### src/rtl/core/frls_pkg.sv
// Package for the FASTA record length scanner: byte codes and the byte classifier.
package frls_pkg;

    // Line separator bytes
    localparam logic [7:0] SEP_CR  = 8'h0D;
    localparam logic [7:0] SEP_LF  = 8'h0A;
    localparam logic [7:0] SEP_BOM0 = 8'hEF;
    localparam logic [7:0] SEP_BOM1 = 8'hBB;
    localparam logic [7:0] SEP_BOM2 = 8'hBF;

    // Header marker and the ">tag" prefix
    localparam logic [7:0] HDR_MARK = 8'h3E;
    localparam logic [3:0][7:0] TAG_PREFIX = {8'h67, 8'h61, 8'h74, 8'h3E};

    // A tag header is exactly this many bytes long
    localparam logic [2:0] TAG_HDR_LEN = 3'd5;
    localparam logic [2:0] HDR_LEN_MAX = 3'd7;
    localparam logic [2:0] PREFIX_LEN  = 3'd4;

    // Line separator check
    function automatic logic is_separator(input logic [7:0] b);
        return (b == SEP_CR) || (b == SEP_LF) || (b == SEP_BOM0) ||
               (b == SEP_BOM1) || (b == SEP_BOM2);
    endfunction

    // IUPAC base letter check (all but U), either case
    function automatic logic is_base(input logic [7:0] b);
        logic [7:0] up;
        logic       hit;
        up  = b & 8'hDF;
        hit = 1'b0;
        if (b[5] == 1'b1 || b[7:6] == 2'b01) begin
            unique case (up)
                8'h41, 8'h42, 8'h43, 8'h44, 8'h47, 8'h48, 8'h4B, 8'h4D,
                8'h4E, 8'h52, 8'h53, 8'h54, 8'h56, 8'h57, 8'h59: hit = 1'b1;
                default: hit = 1'b0;
            endcase
        end
        return hit && (b[7:6] == 2'b01);
    endfunction

endpackage

### src/rtl/core/fasta_record_length_scanner.sv
// FASTA record length scanner: counts primer and tag records and their lengths.
// The result word is registered; it appears on the master side in the cycle after the last byte.
// Throughput: one byte per clock; the state update is a single pass of logic.
// A last byte is held off only while an earlier result still waits at the output.
// Reset (i_rst_n low, synchronous) clears all counters and the output valid;
// after each result the scanner also returns to its reset state.
module fasta_record_length_scanner #(
    parameter int unsigned COUNT_WIDTH  = 16,
    parameter int unsigned LENGTH_WIDTH = 16
) (
    input  logic        i_clk,
    input  logic        i_rst_n,
    // Byte stream in
    input  logic        i_s_axis_tvalid,
    output logic        o_s_axis_tready,
    input  logic [7:0]  i_s_axis_tdata,   // [7:0] text_byte
    input  logic        i_s_axis_tlast,   // end_of_file
    // Result out
    output logic        o_m_axis_tvalid,
    input  logic        i_m_axis_tready,
    output logic [79:0] o_m_axis_tdata,   // [15:0] primer_total, [31:16] tag_total,
                                          // [47:32] shortest_primer,
                                          // [63:48] longest_tagged, [79:64] longest_tag
    output logic        o_m_axis_tuser    // no_sequences
);
    import frls_pkg::*;

    localparam logic [COUNT_WIDTH-1:0]  CNT_MAX = '1;
    localparam logic [LENGTH_WIDTH-1:0] LEN_MAX = '1;

    // Scan state
    logic                    r_in_line,     n_in_line;
    logic                    r_is_header,   n_is_header;
    logic [2:0]              r_hdr_len,     n_hdr_len;
    logic                    r_hdr_match,   n_hdr_match;
    logic                    r_rec_open,    n_rec_open;
    logic                    r_tag_mode,    n_tag_mode;
    logic [LENGTH_WIDTH-1:0] r_base_cnt,    n_base_cnt;
    logic [COUNT_WIDTH-1:0]  r_primer_cnt,  n_primer_cnt;
    logic [COUNT_WIDTH-1:0]  r_tag_cnt,     n_tag_cnt;
    logic [LENGTH_WIDTH-1:0] r_min_len,     n_min_len;
    logic [LENGTH_WIDTH-1:0] r_max_len,     n_max_len;
    logic [LENGTH_WIDTH-1:0] r_max_tag,     n_max_tag;

    // Output register
    logic        r_out_valid;
    logic [79:0] r_out_data,  n_out_data;
    logic        r_out_none,  n_out_none;

    logic       in_fire;
    logic [7:0] byte_in;
    logic       sep_hit;
    logic       base_hit;
    logic       close_en;
    logic [LENGTH_WIDTH:0] long_sum;
    logic [LENGTH_WIDTH-1:0] long_sat;

    assign byte_in  = i_s_axis_tdata;
    assign sep_hit  = is_separator(byte_in);
    assign base_hit = is_base(byte_in);

    // Only a last byte must wait for the output register to free up
    assign o_s_axis_tready = !(r_out_valid && !i_m_axis_tready && i_s_axis_tlast);
    assign in_fire         = i_s_axis_tvalid && o_s_axis_tready;

    // Per-byte state update and record close
    always_comb begin
        n_in_line    = r_in_line;
        n_is_header  = r_is_header;
        n_hdr_len    = r_hdr_len;
        n_hdr_match  = r_hdr_match;
        n_rec_open   = r_rec_open;
        n_tag_mode   = r_tag_mode;
        n_base_cnt   = r_base_cnt;
        n_primer_cnt = r_primer_cnt;
        n_tag_cnt    = r_tag_cnt;
        n_min_len    = r_min_len;
        n_max_len    = r_max_len;
        n_max_tag    = r_max_tag;
        close_en     = 1'b0;

        // Line structure
        if (sep_hit) begin
            if (r_in_line && r_is_header) begin
                n_tag_mode = r_hdr_match && (r_hdr_len == TAG_HDR_LEN);
            end
            n_in_line = 1'b0;
        end else if (!r_in_line) begin
            n_in_line = 1'b1;
            if (byte_in == HDR_MARK) begin
                close_en    = 1'b1;
                n_is_header = 1'b1;
                n_hdr_len   = 3'd1;
                n_hdr_match = 1'b1;
            end else begin
                n_is_header = 1'b0;
                if (!r_rec_open) begin
                    n_rec_open = 1'b1;
                    n_base_cnt = '0;
                end
                if (base_hit && n_base_cnt != LEN_MAX) begin
                    n_base_cnt = n_base_cnt + LENGTH_WIDTH'(1);
                end
            end
        end else if (r_is_header) begin
            if (r_hdr_len < PREFIX_LEN && byte_in != TAG_PREFIX[r_hdr_len[1:0]]) begin
                n_hdr_match = 1'b0;
            end
            if (r_hdr_len < HDR_LEN_MAX) begin
                n_hdr_len = r_hdr_len + 3'd1;
            end
        end else if (base_hit && r_base_cnt != LEN_MAX) begin
            n_base_cnt = r_base_cnt + LENGTH_WIDTH'(1);
        end

        // Close the open record on a new header or on the last byte
        if ((close_en || i_s_axis_tlast) && n_rec_open) begin
            if (n_tag_mode) begin
                if (r_tag_cnt != CNT_MAX) begin
                    n_tag_cnt = r_tag_cnt + COUNT_WIDTH'(1);
                end
                if (n_base_cnt > r_max_tag) begin
                    n_max_tag = n_base_cnt;
                end
            end else begin
                if (r_primer_cnt == '0 || n_base_cnt < r_min_len) begin
                    n_min_len = n_base_cnt;
                end
                if (n_base_cnt > r_max_len) begin
                    n_max_len = n_base_cnt;
                end
                if (r_primer_cnt != CNT_MAX) begin
                    n_primer_cnt = r_primer_cnt + COUNT_WIDTH'(1);
                end
            end
            n_rec_open = 1'b0;
            n_base_cnt = '0;
        end
    end

    // Result word from the post-close totals
    assign long_sum = {1'b0, n_max_len} + {1'b0, n_max_tag};
    assign long_sat = long_sum[LENGTH_WIDTH] ? LEN_MAX : long_sum[LENGTH_WIDTH-1:0];

    always_comb begin
        n_out_data[15:0]  = 16'(32'(n_primer_cnt));
        n_out_data[31:16] = 16'(32'(n_tag_cnt));
        n_out_data[47:32] = (n_primer_cnt != '0) ? 16'(32'(n_min_len)) : 16'd0;
        n_out_data[63:48] = 16'(32'(long_sat));
        n_out_data[79:64] = 16'(32'(n_max_tag));
        n_out_none        = (n_primer_cnt == '0);
    end

    // State registers
    always_ff @(posedge i_clk) begin
        if (!i_rst_n) begin
            r_in_line    <= 1'b0;
            r_is_header  <= 1'b0;
            r_hdr_len    <= '0;
            r_hdr_match  <= 1'b0;
            r_rec_open   <= 1'b0;
            r_tag_mode   <= 1'b0;
            r_base_cnt   <= '0;
            r_primer_cnt <= '0;
            r_tag_cnt    <= '0;
            r_min_len    <= '0;
            r_max_len    <= '0;
            r_max_tag    <= '0;
        end else if (in_fire) begin
            if (i_s_axis_tlast) begin
                // back to the reset state for the next file
                r_in_line    <= 1'b0;
                r_is_header  <= 1'b0;
                r_hdr_len    <= '0;
                r_hdr_match  <= 1'b0;
                r_rec_open   <= 1'b0;
                r_tag_mode   <= 1'b0;
                r_base_cnt   <= '0;
                r_primer_cnt <= '0;
                r_tag_cnt    <= '0;
                r_min_len    <= '0;
                r_max_len    <= '0;
                r_max_tag    <= '0;
            end else begin
                r_in_line    <= n_in_line;
                r_is_header  <= n_is_header;
                r_hdr_len    <= n_hdr_len;
                r_hdr_match  <= n_hdr_match;
                r_rec_open   <= n_rec_open;
                r_tag_mode   <= n_tag_mode;
                r_base_cnt   <= n_base_cnt;
                r_primer_cnt <= n_primer_cnt;
                r_tag_cnt    <= n_tag_cnt;
                r_min_len    <= n_min_len;
                r_max_len    <= n_max_len;
                r_max_tag    <= n_max_tag;
            end
        end
    end

    // Output word register
    always_ff @(posedge i_clk) begin
        if (!i_rst_n) begin
            r_out_valid <= 1'b0;
        end else if (in_fire && i_s_axis_tlast) begin
            r_out_valid <= 1'b1;
        end else if (i_m_axis_tready) begin
            r_out_valid <= 1'b0;
        end
    end

    always_ff @(posedge i_clk) begin
        if (in_fire && i_s_axis_tlast) begin
            r_out_data <= n_out_data;
            r_out_none <= n_out_none;
        end
    end

    assign o_m_axis_tvalid = r_out_valid;
    assign o_m_axis_tdata  = r_out_data;
    assign o_m_axis_tuser  = r_out_none;

endmodule

### config.mk
export PLATFORM = sky130hd
export DESIGN_NAME = fasta_record_length_scanner
export DESIGN_NICKNAME = d
export VERILOG_FILES = /design/src/rtl/core/frls_pkg.sv /design/src/rtl/core/fasta_record_length_scanner.sv
export SDC_FILE = /design/constraint.sdc
export NUM_CORES = 1
export LEC_CHECK = 0
export BUFFER_PORTS_ARGS = -buffer_cell sky130_fd_sc_hd__buf_2
export CAP_MARGIN = 20
export CORE_MARGIN = 8
export CORE_UTILIZATION = 25
export DETAILED_ROUTE_END_ITERATION = 10
export PLACE_DENSITY = 0.46
export RECOVER_POWER = 25
export SLEW_MARGIN = 30
export SYNTH_ARGS = -nofsm -noshare
export SYNTH_HDL_FRONTEND = slang
export SYNTH_SLANG_ARGS = --single-unit
export TNS_END_PERCENT = 1
### constraint.sdc
create_clock -name i_clk -period 14 [get_ports i_clk]
set_input_delay 1.4 -clock i_clk [delete_from_list [all_inputs] [get_ports i_clk]]
set_output_delay 1.4 -clock i_clk [all_outputs]
set_load 0.01 [all_outputs]
==> results of run 1 <==
-- worst max-delay path: cells and delay by family --
family	cells	cell delay, ns
simple gates	5	1.61
buf+inv	4	1.45
compound gates	17	4.01
mux	1	0.43
fa+ha+maj	2	0.60
-- stage by stage --
step | instance area [um^2] | setup slack (ns) | instances | power [mW]
6_report | 13130 | 4.676 | 1938 | 1.201
3_3_place_gp | 12690 | 4.115 | 1904 | 0.7518
4_1_cts | 13240 | 4.390 | 1937 | 1.223
2_1_floorplan | 11560 | 5.867 | 1242 | 0.7007
5_1_grt | 13130 | 4.026 | 1938 | 1.254
3_5_place_dp | 12700 | 3.896 | 1905 | 0.7529
-- Yosys cell counts, types with 10 or more instances --
master | instances | area (um^2)
xnor2_1 | 24 | 210.2
nand3_1 | 37 | 185.2
nor4_1 | 10 | 62.56
a21oi_1 | 48 | 240.2
a21o_1 | 20 | 150.1
a22o_1 | 20 | 175.2
nand4_1 | 26 | 162.7
ha_1 | 73 | 913.4
nand2b_1 | 13 | 81.33
nand2_1 | 95 | 356.6
edfxtp_1 | 81 | 2432
dfxtp_1 | 105 | 2102
inv_1 | 72 | 270.3
mux2i_1 | 19 | 190.2
a31oi_1 | 12 | 75.07
o21ai_0 | 56 | 280.3
xor2_1 | 17 | 148.9
mux2_2 | 34 | 382.9
nor3_1 | 26 | 130.1
nor2_1 | 80 | 300.3
clkbuf_1 | 40 | 150.1
nor2b_1 | 84 | 525.5
a22oi_1 | 79 | 593.1
-- sequential cells by signal, summed over array words and instances, names as in the netlist --
signal	flops
r_rec_open	1
o_m_axis_tuser	1
o_m_axis_tdata	80
r_hdr_match	1
r_max_len	16
r_hdr_len	3
r_max_tag	16
r_tag_mode	1
o_m_axis_tvalid	1
r_base_cnt	16
r_is_header	1
r_in_line	1
r_primer_cnt	16
r_min_len	16
r_tag_cnt	16
-- per-layer routing --
metal,wire length (um),track usage
met1,16480,0.1712
met2,15860,0.2074
met3,1506,0.02616
met4,880,0.04653
met5,0,0
-- cell families after synthesis --
group / count (synthesis) / synth area share
simple gates: 423 / 0.1933
buf+inv: 135 / 0.04859
xor+xnor: 41 / 0.03106
compound gates: 331 / 0.2063
mux: 53 / 0.04957
flops: 186 / 0.3922
fa+ha+maj: 73 / 0.07900
-- power groups by stage --
stage	logic [mW]	registers, mW	clock network [mW]
floorplan	0.101	0.600	0
global placement	0.156	0.596	0
detailed placement	0.157	0.596	0
CTS	0.158	0.584	0.482
global route	0.168	0.585	0.500
finish	0.152	0.584	0.465
-- worst paths after layout --
kind | endpoint | from
worst max register to register | o_m_axis_tdata[55]$_SDFFCE_PP1P_ | r_rec_open$_SDFFE_PN0P_
worst min register to register | r_hdr_match$_SDFFE_PN0P_ | r_hdr_match$_SDFFE_PN0P_
worst max-delay path | o_m_axis_tdata[55]$_SDFFCE_PP1P_ | i_s_axis_tdata[3]
worst min-delay path | r_hdr_match$_SDFFE_PN0P_ | r_hdr_match$_SDFFE_PN0P_
-- area by class of cell --
type	instances	area, um^2	area share
clock inverters	12	101.3	0.007717
well taps	607	759.5	0.05783
inverters	75	281.5	0.02143
multi-input cells	921	6479	0.4933
clock buffers	20	436.7	0.03325
flip-flops and latches	186	4536	0.3453
repair buffers	117	540.5	0.04115
==> results.cfg, run 1 <==
[floorplan]
die-area_um2 = 53380
ios = 96
rows = 79
design.core.area_um2 = 46060
initial_utilization = 0.2510
dieHeight_um = 231.0
die_x_um = 231.0

[timing]
max_slew_margin = 0.2728
grt_setup_unrepaired = no
slew_violations = 0
max_freq_mhz = 107.2
worst_slew_pin_slew_ns = 1.091
finalSetupViolCount = 0
fin_setup_tns_ns = 0
whs_ns = 0.4736
period_needed_ns = 9.324
final_hold_viol_count = 0
finalCritPeriodShare = 0.6660
clock_skew_ns = 0.02036

[global_route]
grt_max_degree = 92
gr-usage-all-layers = 0.1294
grt_pass1_vias = 9445
antenna_found_initial = 0
grt_pass1_wl_um = 54740
grt-ovfl-total = 0

[setup_path]
worst-r2r-cell-count = 32
cp-start-kind = primary input
reg2reg_slack_ns = 5.12
cp.required_ns = 14.20
crit_slowest_cell = inv_1
crit_fanout = 23
cp.arrival_ns = 9.53
path_class = in2reg
cpPeakStageDelay_ns = 0.85
end_kind = register

[finish]
final_util = 0.2851
area_delta_synth_final_pct = 13.60
num-fill-cells = 4974
drive_above_1_share = 0.1037
antenna_cells = 0
finish.net_count = 1404
layout_commonest_cell = dfxtp_1
most-common-layout-cells = 104 x dfxtp_1, 94 x nand2_1, 86 x clkbuf_1

[yosys]
synth-edff-count = 81
ys_seq_area_frac = 0.3922
syn-num-nets = 1328
ys_ff_latch = 186
syn_area_um2 = 11560
avgSynthCellArea_um2 = 9.308
synth_ff_type = dfxtp_1
synth_cell_types = 94
ys_warn_count = 0
async_flop_share = 0
synth_cells = 1242

[power_and_ir_drop]
swShare = 0.2732
sequentialPowerShare = 0.486
comb_power_share = 0.127
p_leak_nw = 4.683
switching_power_uw = 328.1
p_int_uw = 873.0
vdd.ir_drop.worst_mv = 0.09364
power_density_nw_per_um2 = 91.45
p_clk_frac = 0.387

[detailed_routing]
drcViolationCount = 0
drt-initial-drc-count = 690
drt-total-wl_um = 34730
dr_total_vias = 9614
drtPass1Iterations = 5
ant_nets = 0
viasPerCell = 4.961
wl_per_cell_um = 17.92

[clock_network]
cts_made_buffers = 17
cts_setup_buffers = 0
clockBufferDepth = 2
cts.sinks = 186
cts_tree = built
root_buffer = clkbuf_16
ctsResizeCount = 0
h-tree-depth = 4
clk_latency_ns = 0.46
postCtsHoldBufs = 0
clk_pin_slew_ns = 0.08

[placement]
dpl.hpwl_um = 25080
port_buffers = 95
routabilityCongestion = 0.8417

[min_path]
hp-class = reg2reg
holdPathStages = 2

[job]
drv_cap = 0

[status]
outcome = finished clean
Power figures use the tool's default switching activity.
==> inputs of run 2 (changes only) <==
clock period = 9.2 ns   (was 14 ns; I/O delays follow)
==> results.cfg, run 2 (synthesized netlist as in run 1, its figures left out) <==
[timing]
fin_setup_tns_ns = 0
period_needed_ns = 7.964
slew_violations = 0
max_slew_margin = 0.2482
max_freq_mhz = 125.6
clock_skew_ns = 0.01987
grt_setup_unrepaired = no
finalCritPeriodShare = 0.8657
fin_ws_ns = 1.236
final_hold_viol_count = 0
worst_slew_pin_slew_ns = 1.128
finalSetupViolCount = 0

[floorplan]
rows = 79
die-area_um2 = 53380
dieHeight_um = 231.0
die_x_um = 231.0
initial_utilization = 0.2510
ios = 96
design.core.area_um2 = 46060

[setup_path]
cp-start-kind = register
critical_path_buf_inv_count = 8
crit_fanout = 20
crit_slowest_cell = or4_1
path_delay_family = compound AO/OA/AOI/OAI gates
cpPeakStageDelay_ns = 0.58
path_class = reg2reg
cp.arrival_ns = 8.18
cp.required_ns = 9.41
end_kind = register

[clock_network]
cts_tree = built
clk_pin_slew_ns = 0.08
ctsResizeCount = 0
h-tree-depth = 4
cts_made_buffers = 17
postCtsHoldBufs = 0
root_buffer = clkbuf_16
cts.sinks = 186
cts_setup_buffers = 0
clockBufferDepth = 2
clk_latency_ns = 0.47

[global_route]
grt_max_degree = 92
gr-usage-all-layers = 0.1304
grt_pass1_vias = 9453
antenna_found_initial = 0
grt-ovfl-total = 0
grt_pass1_wl_um = 55060

[detailed_routing]
drt-initial-drc-count = 684
dr_total_vias = 9745
drtPass1Iterations = 5
drt-total-wl_um = 35190
drcViolationCount = 0
viasPerCell = 4.997
wl_per_cell_um = 18.05
ant_nets = 0

[power_and_ir_drop]
switching_power_uw = 542.6
vdd.ir_drop.worst_mv = 0.1334
sequentialPowerShare = 0.475
swShare = 0.2909
p_leak_nw = 4.769
p_total_mw = 1.865
p_int_mw = 1.322
comb_power_share = 0.128
power_density_nw_per_um2 = 140.7
p_clk_frac = 0.397

[finish]
area_delta_synth_final_pct = 14.64
most-common-layout-cells = 105 x dfxtp_1, 95 x nand2_1, 84 x nor2b_1
finish.net_count = 1416
drive_above_1_share = 0.1139
antenna_cells = 0
layout_commonest_cell = dfxtp_1
largest_reg_flops = 80

[placement]
routabilityCongestion = 0.8650
dpl.hpwl_um = 25680
port_buffers = 95
dp_slack_ns = 0.9095

[status]
outcome = finished clean

[job]
drv_cap = 0

[min_path]
hp-class = reg2reg
## run 2: cell types whose count changed in the layout (fill, tap and decap cells not counted), moves of 3 or more
cell and change:
buf_4 +13, inv_8 +5, inv_6 +4, clkbuf_1 -3
## run 2: worst reg2reg max path, delay by kind of cell, from the launching register on
| family | cells | cell delay [ns] |
|---|---|---|
| buffers and inverters | 8 | 1.79 |
| AND/OR/NAND/NOR | 8 | 1.97 |
| flip-flops | 1 | 0.30 |
| AO/OA/AOI/OAI | 13 | 2.33 |
| adder cells (fa/ha/maj) | 3 | 0.91 |
| multiplexers | 1 | 0.41 |
## run 2: cell type report
class	instances	area, um^2
Clock buffer	17	425.4
Clock inverter	15	146.4
Multi-Input combinational cell	921	6476
Inverter	75	281.5
Tap cell	607	759.5
Sequential cell	186	4534
Timing Repair Buffer	129	630.6
Fill cell	5004	32810
## run 2: power groups by stage
stage	logic (mW)	clock network [mW]	registers, mW
after floorplan	0.154	0	0.912
after global placement	0.244	0	0.905
after detailed placement	0.246	0	0.905
after CTS	0.247	0.766	0.886
after global routing	0.263	0.793	0.889
final	0.238	0.741	0.886
## run 2: worst paths after layout
| check | start | end | slack, ns | cells past startpoint |
|---|---|---|---|---|
| hold / removal | r_hdr_match$_SDFFE_PN0P_ | r_hdr_match$_SDFFE_PN0P_ | 0.48 | 2 |
| setup / recovery | r_rec_open$_SDFFE_PN0P_ | o_m_axis_tdata[61]$_SDFFCE_PP1P_ | 1.24 | 33 |
| setup reg to reg | r_rec_open$_SDFFE_PN0P_ | o_m_axis_tdata[61]$_SDFFCE_PP1P_ | 1.24 | 33 |
| hold reg to reg | r_hdr_match$_SDFFE_PN0P_ | r_hdr_match$_SDFFE_PN0P_ | 0.48 | 2 |
## run 2: metrics by stage
| step | utilization | area (um^2) | hold WS [ns] | std cells |
|---|---|---|---|---|
| 5_1_grt | 0.2877 | 13250 | 0.5221 | 1950 |
| 3_5_place_dp | 0.2778 | 12800 | 0.4644 | 1918 |
| 6_report | 0.2877 | 13250 | 0.4826 | 1950 |
| 2_1_floorplan | - | 11560 | 0.4438 | 1242 |
| 4_1_cts | 0.2902 | 13370 | 0.4780 | 1950 |
| 3_3_place_gp | 0.2776 | 12780 | 0.4636 | 1917 |
## run 2: metal layers
layer | track usage | share of wire | vias up
li1 | - | - | 4767
met3 | 0.02433 | 0.039 | 36
met4 | 0.03801 | 0.017 | 0
met5 | 0 | 0 | -
met1 | 0.1721 | 0.47 | 4736
met2 | 0.2152 | 0.47 | 206
